[src/sv/lrs_pkg.sv]
// shared types and constants for the line rasterizer stepper
// depends on nothing; imported by every module of the block
package lrs_pkg;

  localparam int unsigned CoordBits = 12;
  localparam int unsigned StepBits  = CoordBits + 1;
  localparam int unsigned ErrBits   = CoordBits + 2;

  typedef logic [CoordBits-1:0]      coord_t;
  typedef logic [StepBits-1:0]       step_t;
  typedef logic [CoordBits:0]        span_t;
  typedef logic signed [CoordBits:0] nspan_t;
  typedef logic signed [ErrBits-1:0] err_t;

  typedef enum logic {
    REQ_START   = 1'b0,
    REQ_ADVANCE = 1'b1
  } req_type_e;

  typedef struct packed {
    req_type_e req_type;
    coord_t    x_start;
    coord_t    y_start;
    coord_t    x_end;
    coord_t    y_end;
  } lrs_req_t;

  typedef struct packed {
    coord_t pixel_x;
    coord_t pixel_y;
    step_t  step_index;
    logic   last_pixel;
  } lrs_pix_t;

  // classified command handed from front to back
  typedef struct packed {
    logic   is_start;
    coord_t x0;
    coord_t y0;
    coord_t x1;
    coord_t y1;
    span_t  span_x;
    nspan_t neg_span_y;
    logic   step_right;
    logic   step_down;
  } lrs_cmd_t;

  typedef struct packed {
    logic full;
    logic empty;
  } lrs_q_status_t;

endpackage

[src/sv/lrs_front.sv]
// front stage: accepts request beats, classifies them and precomputes line setup
// depends on lrs_pkg
module lrs_front
  import lrs_pkg::*;
(
  input  logic     clk_i,
  input  logic     rst_ni,
  input  logic     in_valid_i,
  output logic     in_ready_o,
  input  lrs_req_t in_req_i,
  output logic     cmd_valid_o,
  input  logic     cmd_ready_i,
  output lrs_cmd_t cmd_o
);

  logic     valid_q, valid_d;
  lrs_cmd_t cmd_q, cmd_d;
  logic     load;

  assign in_ready_o = !valid_q || cmd_ready_i;
  assign load       = in_valid_i && in_ready_o;

  always_comb begin
    cmd_d            = cmd_q;
    valid_d          = valid_q;
    if (cmd_ready_i) begin
      valid_d = 1'b0;
    end
    if (load) begin
      valid_d          = 1'b1;
      cmd_d.is_start   = (in_req_i.req_type == REQ_START);
      cmd_d.x0         = in_req_i.x_start;
      cmd_d.y0         = in_req_i.y_start;
      cmd_d.x1         = in_req_i.x_end;
      cmd_d.y1         = in_req_i.y_end;
      cmd_d.step_right = in_req_i.x_start < in_req_i.x_end;
      cmd_d.step_down  = in_req_i.y_start < in_req_i.y_end;
      if (in_req_i.x_end > in_req_i.x_start) begin
        cmd_d.span_x = {1'b0, in_req_i.x_end} - {1'b0, in_req_i.x_start};
      end else begin
        cmd_d.span_x = {1'b0, in_req_i.x_start} - {1'b0, in_req_i.x_end};
      end
      // negated y span, always <= 0
      if (in_req_i.y_end > in_req_i.y_start) begin
        cmd_d.neg_span_y = {1'b0, in_req_i.y_start} - {1'b0, in_req_i.y_end};
      end else begin
        cmd_d.neg_span_y = {1'b0, in_req_i.y_end} - {1'b0, in_req_i.y_start};
      end
    end
  end

  always_ff @(posedge clk_i or negedge rst_ni) begin
    if (!rst_ni) begin
      valid_q <= 1'b0;
    end else begin
      valid_q <= valid_d;
    end
  end

  always_ff @(posedge clk_i) begin
    cmd_q <= cmd_d;
  end

  assign cmd_valid_o = valid_q;
  assign cmd_o       = cmd_q;

endmodule

[src/sv/lrs_queue.sv]
// two-entry command queue between front and back
// depends on lrs_pkg
module lrs_queue
  import lrs_pkg::*;
(
  input  logic          clk_i,
  input  logic          rst_ni,
  input  logic          push_valid_i,
  output logic          push_ready_o,
  input  lrs_cmd_t      push_cmd_i,
  output logic          pop_valid_o,
  input  logic          pop_ready_i,
  output lrs_cmd_t      pop_cmd_o,
  output lrs_q_status_t status_o
);

  lrs_cmd_t   entry_q [2];
  logic       wr_ptr_q, wr_ptr_d;
  logic       rd_ptr_q, rd_ptr_d;
  logic [1:0] count_q, count_d;
  logic       push, pop;

  assign push_ready_o = (count_q != 2'd2);
  assign pop_valid_o  = (count_q != 2'd0);
  assign push         = push_valid_i && push_ready_o;
  assign pop          = pop_valid_o && pop_ready_i;
  assign pop_cmd_o    = entry_q[rd_ptr_q];

  always_comb begin
    wr_ptr_d = push ? !wr_ptr_q : wr_ptr_q;
    rd_ptr_d = pop ? !rd_ptr_q : rd_ptr_q;
    count_d  = count_q;
    unique case ({push, pop})
      2'b10:   count_d = count_q + 2'd1;
      2'b01:   count_d = count_q - 2'd1;
      default: count_d = count_q;
    endcase
  end

  always_ff @(posedge clk_i or negedge rst_ni) begin
    if (!rst_ni) begin
      wr_ptr_q <= 1'b0;
      rd_ptr_q <= 1'b0;
      count_q  <= 2'd0;
    end else begin
      wr_ptr_q <= wr_ptr_d;
      rd_ptr_q <= rd_ptr_d;
      count_q  <= count_d;
    end
  end

  always_ff @(posedge clk_i) begin
    if (push) begin
      entry_q[wr_ptr_q] <= push_cmd_i;
    end
  end

  assign status_o.full  = (count_q == 2'd2);
  assign status_o.empty = (count_q == 2'd0);

endmodule

[src/sv/lrs_back.sv]
// back stage: bresenham stepping state and the registered pixel output
// depends on lrs_pkg
module lrs_back
  import lrs_pkg::*;
(
  input  logic     clk_i,
  input  logic     rst_ni,
  input  logic     cmd_valid_i,
  output logic     cmd_ready_o,
  input  lrs_cmd_t cmd_i,
  output logic     out_valid_o,
  input  logic     out_ready_i,
  output lrs_pix_t out_pix_o
);

  coord_t   cur_x_q, cur_x_d, cur_y_q, cur_y_d;
  coord_t   goal_x_q, goal_x_d, goal_y_q, goal_y_d;
  span_t    span_x_q, span_x_d;
  nspan_t   neg_span_y_q, neg_span_y_d;
  logic     step_right_q, step_right_d, step_down_q, step_down_d;
  err_t     err_q, err_d;
  step_t    count_q, count_d;
  logic     out_valid_q, out_valid_d;
  lrs_pix_t out_pix_q, out_pix_d;

  logic                    fire, x_move, y_move, x_done, y_done;
  logic signed [ErrBits:0] e2, neg_ext, span_ext, err_sum;

  assign cmd_ready_o = !out_valid_q || out_ready_i;
  assign fire        = cmd_valid_i && cmd_ready_o;

  assign x_done   = (cur_x_q == goal_x_q);
  assign y_done   = (cur_y_q == goal_y_q);
  assign e2       = {err_q, 1'b0};
  assign neg_ext  = {{2{neg_span_y_q[CoordBits]}}, neg_span_y_q};
  assign span_ext = {2'b00, span_x_q};
  assign x_move   = !x_done && (e2 >= neg_ext);
  assign y_move   = !y_done && (e2 <= span_ext);

  always_comb begin
    err_sum = {err_q[ErrBits-1], err_q};
    if (x_move) begin
      err_sum = err_sum + neg_ext;
    end
    if (y_move) begin
      err_sum = err_sum + span_ext;
    end
  end

  always_comb begin
    cur_x_d      = cur_x_q;
    cur_y_d      = cur_y_q;
    goal_x_d     = goal_x_q;
    goal_y_d     = goal_y_q;
    span_x_d     = span_x_q;
    neg_span_y_d = neg_span_y_q;
    step_right_d = step_right_q;
    step_down_d  = step_down_q;
    err_d        = err_q;
    count_d      = count_q;
    if (fire) begin
      if (cmd_i.is_start) begin
        cur_x_d      = cmd_i.x0;
        cur_y_d      = cmd_i.y0;
        goal_x_d     = cmd_i.x1;
        goal_y_d     = cmd_i.y1;
        span_x_d     = cmd_i.span_x;
        neg_span_y_d = cmd_i.neg_span_y;
        step_right_d = cmd_i.step_right;
        step_down_d  = cmd_i.step_down;
        err_d        = ErrBits'({1'b0, cmd_i.span_x} + {cmd_i.neg_span_y[CoordBits],
                                                         cmd_i.neg_span_y});
        count_d      = '0;
      end else if (!(x_done && y_done)) begin
        err_d = err_sum[ErrBits-1:0];
        if (x_move) begin
          cur_x_d = step_right_q ? cur_x_q + 1'b1 : cur_x_q - 1'b1;
        end
        if (y_move) begin
          cur_y_d = step_down_q ? cur_y_q + 1'b1 : cur_y_q - 1'b1;
        end
        if (count_q != '1) begin
          count_d = count_q + 1'b1;
        end
      end
    end
  end

  // output slot holds the pixel of the state just updated
  always_comb begin
    out_valid_d = out_valid_q;
    out_pix_d   = out_pix_q;
    if (out_ready_i) begin
      out_valid_d = 1'b0;
    end
    if (fire) begin
      out_valid_d          = 1'b1;
      out_pix_d.pixel_x    = cur_x_d;
      out_pix_d.pixel_y    = cur_y_d;
      out_pix_d.step_index = count_d;
      out_pix_d.last_pixel = (cur_x_d == goal_x_d) && (cur_y_d == goal_y_d);
    end
  end

  always_ff @(posedge clk_i or negedge rst_ni) begin
    if (!rst_ni) begin
      cur_x_q      <= '0;
      cur_y_q      <= '0;
      goal_x_q     <= '0;
      goal_y_q     <= '0;
      span_x_q     <= '0;
      neg_span_y_q <= '0;
      step_right_q <= 1'b0;
      step_down_q  <= 1'b0;
      err_q        <= '0;
      count_q      <= '0;
      out_valid_q  <= 1'b0;
    end else begin
      cur_x_q      <= cur_x_d;
      cur_y_q      <= cur_y_d;
      goal_x_q     <= goal_x_d;
      goal_y_q     <= goal_y_d;
      span_x_q     <= span_x_d;
      neg_span_y_q <= neg_span_y_d;
      step_right_q <= step_right_d;
      step_down_q  <= step_down_d;
      err_q        <= err_d;
      count_q      <= count_d;
      out_valid_q  <= out_valid_d;
    end
  end

  always_ff @(posedge clk_i) begin
    out_pix_q <= out_pix_d;
  end

  assign out_valid_o = out_valid_q;
  assign out_pix_o   = out_pix_q;

endmodule

[src/sv/line_rasterizer_stepper_unit.sv]
// line rasterizer stepper: bresenham line walk over all octants, one pixel per beat
// path: a request beat is registered in front, queue and back before its pixel beat
// throughput: one beat per cycle while out_ready_i is high (combinational error update)
// reset: asynchronous, active low; clears all pipeline valids and the line state to (0,0)
// depends on lrs_pkg, lrs_front, lrs_queue, lrs_back
module line_rasterizer_stepper_unit
  import lrs_pkg::*;
(
  input  logic     clk_i,
  input  logic     rst_ni,
  input  logic     in_valid_i,
  output logic     in_ready_o,
  input  lrs_req_t in_req_i,
  output logic     out_valid_o,
  input  logic     out_ready_i,
  output lrs_pix_t out_pix_o
);

  logic          front_valid, front_ready;
  lrs_cmd_t      front_cmd;
  logic          q_valid, q_ready;
  lrs_cmd_t      q_cmd;
  lrs_q_status_t q_status;

  lrs_front u_front (
    .clk_i       (clk_i),
    .rst_ni      (rst_ni),
    .in_valid_i  (in_valid_i),
    .in_ready_o  (in_ready_o),
    .in_req_i    (in_req_i),
    .cmd_valid_o (front_valid),
    .cmd_ready_i (front_ready),
    .cmd_o       (front_cmd)
  );

  lrs_queue u_queue (
    .clk_i        (clk_i),
    .rst_ni       (rst_ni),
    .push_valid_i (front_valid),
    .push_ready_o (front_ready),
    .push_cmd_i   (front_cmd),
    .pop_valid_o  (q_valid),
    .pop_ready_i  (q_ready),
    .pop_cmd_o    (q_cmd),
    .status_o     (q_status)
  );

  lrs_back u_back (
    .clk_i       (clk_i),
    .rst_ni      (rst_ni),
    .cmd_valid_i (q_valid),
    .cmd_ready_o (q_ready),
    .cmd_i       (q_cmd),
    .out_valid_o (out_valid_o),
    .out_ready_i (out_ready_i),
    .out_pix_o   (out_pix_o)
  );

  a_queue_status: assert property (@(posedge clk_i) disable iff (!rst_ni)
    !(q_status.full && q_status.empty))
    else $error("queue reports full and empty at once");

  a_front_holds: assert property (@(posedge clk_i) disable iff (!rst_ni)
    front_valid && q_status.full |=> front_valid && $stable(front_cmd))
    else $error("front command lost while queue full");

  a_start_pixel: assert property (@(posedge clk_i) disable iff (!rst_ni)
    q_valid && q_ready && q_cmd.is_start |=>
      out_valid_o && (out_pix_o.step_index == '0) &&
      (out_pix_o.pixel_x == $past(q_cmd.x0)) && (out_pix_o.pixel_y == $past(q_cmd.y0)))
    else $error("start command did not emit its start pixel");

endmodule

[config.mk]
export PLATFORM = sky130hd
export DESIGN_NAME = line_rasterizer_stepper_unit
export DESIGN_NICKNAME = d
export VERILOG_FILES = /design/src/sv/lrs_pkg.sv /design/src/sv/lrs_front.sv /design/src/sv/lrs_queue.sv /design/src/sv/lrs_back.sv /design/src/sv/line_rasterizer_stepper_unit.sv
export SDC_FILE = /design/constraint.sdc
export NUM_CORES = 1
export LEC_CHECK = 0
export BUFFER_PORTS_ARGS = -buffer_cell sky130_fd_sc_hd__buf_2
export CAP_MARGIN = 20
export CORE_ASPECT_RATIO = 1.5
export CORE_MARGIN = 2
export CORE_UTILIZATION = 55
export DETAILED_ROUTE_END_ITERATION = 10
export GPL_TIMING_DRIVEN = 0
export MAX_ROUTING_LAYER = met4
export PLACE_DENSITY = 0.73
export SYNTH_ARGS = -nofsm -noshare
export SYNTH_HDL_FRONTEND = slang
export SYNTH_SLANG_ARGS = --single-unit
[constraint.sdc]
create_clock -name clk_i -period 11.45 [get_ports clk_i]
set_clock_uncertainty 0.15 [all_clocks]
set_input_delay 2.29 -clock clk_i [delete_from_list [all_inputs] [get_ports clk_i]]
set_output_delay 2.29 -clock clk_i [all_outputs]
set_load 0.02 [all_outputs]
==> results.py <==
metrics = {
    "logic_synthesis": {
        "synth_compound_gate_area_share_pct": 14.05,
        "ys_ff_latch": 378,
        "synth_top_area_cell": "edfxtp_1",
        "synthMuxAreaShare_pct": 5.606,
        "synth_area_um2": 20820,
        "yosys_warnings": 0,
        "synthFlopType": "edfxtp_1",
        "synth_xor_area_share_pct": 3.996,
        "synth_top_area_share_pct": 38.79,
        "syn_avg_cell_area_um2": 11.17,
        "synth.most_common_cell": "edfxtp_1",
        "ys_types": 90,
        "synth_area_leaders": "edfxtp_1 39%, dfrtp_1 13%, ha_1 8.2%, mux2i_1 3.0%, o21ai_0 2.9%",
        "syn_inst": 1864,
        "syn-num-nets": 2063,
        "synthSimpleGateAreaFrac_pct": 11.45,
        "synth_fa_ha_area_share_pct": 9.097,
        "synth_top_family_by_area": "compound AO/OA/AOI/OAI gates",
        "synth_edf_count": 269,
        "synthTopCellsByCount": "269 x edfxtp_1, 150 x inv_1, 144 x nand2_1",
        "yosysSeqAreaShare_pct": 51.89,
        "ys_async_sr_fraction_pct": 28.84,
    },
    "die": {
        "io_pins": 93,
        "rows": 87,
        "initial_core_util_pct": 55.61,
        "die_h_um": 242.3,
        "coreArea_um2": 37450,
        "die_area_um2": 39470,
        "die_w_um": 162.9,
    },
    "critical_path": {
        "crit_type": "register to register",
        "arrival_ns": 6.92,
        "required_ns": 11.70,
        "cp_max_fo": 10,
        "start_kind": "register",
        "worstSetupEndpointType": "register",
    },
    "clock_tree": {
        "numCtsBuffers": 38,
        "cts.path.max_buffers": 3,
        "cts_tree": "built",
        "cts.reportedPaths.clkPinSlew_ns": 0.06,
        "cts_setup_buffers": 0,
        "ctsHoldBuffers": 0,
        "cts_sinks": 378,
        "post_cts_resize_count": 0,
        "ctsHtreeMaxLevel": 2,
        "clk_latency_ns": 0.56,
        "clockRootBuffer": "clkbuf_16",
    },
    "finish": {
        "antenna_cells": 0,
        "areaGrowthSynthToFinish_pct": 12.23,
        "final_nets": 2203,
        "fillers": 3084,
        "drive_above_1_share_pct": 12.54,
        "stdcell_count": 2522,
    },
    "sta": {
        "max_freq_ghz": 0.1500,
        "drv_slew": 0,
        "finalCriticalPeriod_ns": 6.668,
        "rsz0062_at_grt": "false",
        "finalSetupTns_ns": 0,
        "finalSetupViolCount": 0,
        "fin_crit_sh_pct": 58.23,
        "finalHoldViolations": 0,
        "tightestPinTransition_ns": 1.163,
        "slew_headroom_pct": 20.49,
    },
    "worst_hold_path": {
        "min_path_type": "register to register",
    },
    "route": {
        "drt-initial-drc-count": 1315,
        "num_vias": 15330,
        "drc": 0,
        "routed_via_density": 6.078,
        "wl_per_cell_um": 22.95,
        "first_pass_iters": 6,
        "ant_nets": 0,
        "wl_mm": 57.89,
    },
    "flow_run": {
        "max_cap_violations": 0,
    },
    "global_routing": {
        "grt.overflow.total": 0,
        "antenna_found_initial": 0,
        "grt_pass1_vias": 15470,
        "grt_use_total_pct": 30.69,
        "grt_max_degree": 66,
        "grt_pass1_wl_mm": 89.13,
    },
    "outcome": {
        "outcome": "complete, no violations",
    },
    "place": {
        "dpl.hpwl_mm": 44.46,
        "place_inst": 2452,
        "port_buffers": 92,
        "routabilityCongestion": 0.9907,
    },
}
[state kept, by name, summed over array words and instances (netlist names), 13 cells and up]
register and count:
u_queue.entry_q 154, u_front.cmd_o 77, u_back.out_pix_o 38, u_back.err_q 14
u_back.count_q 13, u_back.neg_span_y_q 13, u_back.span_x_q 13
[placed cells by master (no fill, tap or decap), types with 7 or more instances in the layout]
master	n
o22ai_1	23
buf_2	100
and2_1	11
a21oi_1	98
o22a_1	8
a2bb2oi_1	7
a211oi_1	14
a21boi_0	8
mux2i_1	62
a31oi_1	22
o21a_1	9
or3_1	10
xnor2_1	67
clkbuf_1	30
nand4_1	26
dfrtp_1	109
nand2_1	144
edfxtp_1	269
inv_1	150
nor3_1	30
mux2_2	46
and3_1	12
a211o_1	7
nor3b_1	10
o31ai_1	10
nor2b_1	25
a21o_1	20
o211ai_1	17
o21ai_0	119
nand3_1	41
ha_1	137
nand2b_1	26
xor2_1	28
clkbuf_16	39
fa_1	9
o221ai_1	8
nor2_1	108
o2111ai_1	7
[worst paths after layout]
| kind | startpoint | end | slack [ns] | depth (start not counted) |
|---|---|---|---|---|
| worst min-delay path | u_front.cmd_o[52] | u_queue.entry_q[1][52] | 0.29 | 0 |
| min in group asynchronous | rst_ni | u_back.neg_span_y_q[8] | 1.55 | 1 |
| worst max-delay path | u_back.err_q[12] | u_back.err_q[13] | 4.78 | 22 |
| worst min register to register | u_front.cmd_o[52] | u_queue.entry_q[1][52] | 0.29 | 0 |
| max in group asynchronous | rst_ni | u_queue.wr_ptr_q | 8.88 | 2 |
| worst max register to register | u_back.err_q[12] | u_back.err_q[13] | 4.78 | 22 |
[metrics by stage]
stage          hold WS (ns)  area, um^2  setup slack [ns]  utilization [%]
6_report             0.2941       23370             4.782            62.41
2_1_floorplan        0.2715       20820             5.882                -
3_5_place_dp         0.2806       22090             4.937            59.00
4_1_cts              0.2897       23360             4.903            62.38
3_3_place_gp         0.2717       21900             4.039            58.47
5_1_grt              0.3000       23370             4.603            62.41
[per-layer routing]
metal	wire, um	global-route usage (%)
met2	28710	50.59
met4	3223	15.12
met3	2652	3.047
met5	0	-
met1	23310	37.78
[layout make-up]
class                      instances  area, um^2  share of cell area, %
clock inverter                    30       290.3                  1.242
tap                              489       611.8                  2.618
buffer                            53       249.0                  1.065
multi-input combinational       1282        9224                  39.47
clock buffer                      39       975.9                  4.176
sequential                       378       10810                  46.23
timing repair buffer             100       648.1                  2.773
inverter                         151       566.8                  2.425
[worst max-delay path, stage by stage (launching register included)]
cell and delay, ns:
dfrtp_1 0.46, ha_1 0.40, nand4_1 0.14, nor2_1 0.20, o211ai_1 0.22, a211oi_1 0.78, buf_2 0.38, buf_2 0.36
clkbuf_1 0.52, nand2_1 0.10, o21ai_0 0.18, inv_1 0.08, ha_1 0.29, a21o_1 0.19, a21oi_1 0.21, nand2b_1 0.20
a21oi_1 0.11, a41o_1 0.29, o41ai_1 0.51, o21ai_0 0.24, xor2_1 0.22, o32ai_1 0.23, a21oi_1 0.06
[kinds of logic (layout without fill, tap and decap cells)]
logic type / count (synthesis) / count (layout)
adder cells (fa/ha/maj): 146 / 146
multiplexers: 110 / 110
AO/OA/AOI/OAI: 447 / 447
AND/OR/NAND/NOR: 484 / 484
flip-flops: 378 / 378
XOR/XNOR: 95 / 95
buffers and inverters: 204 / 373
Power is not shown: default switching activity piles up to over one toggle a cycle in this logic, so the estimate is an artifact.
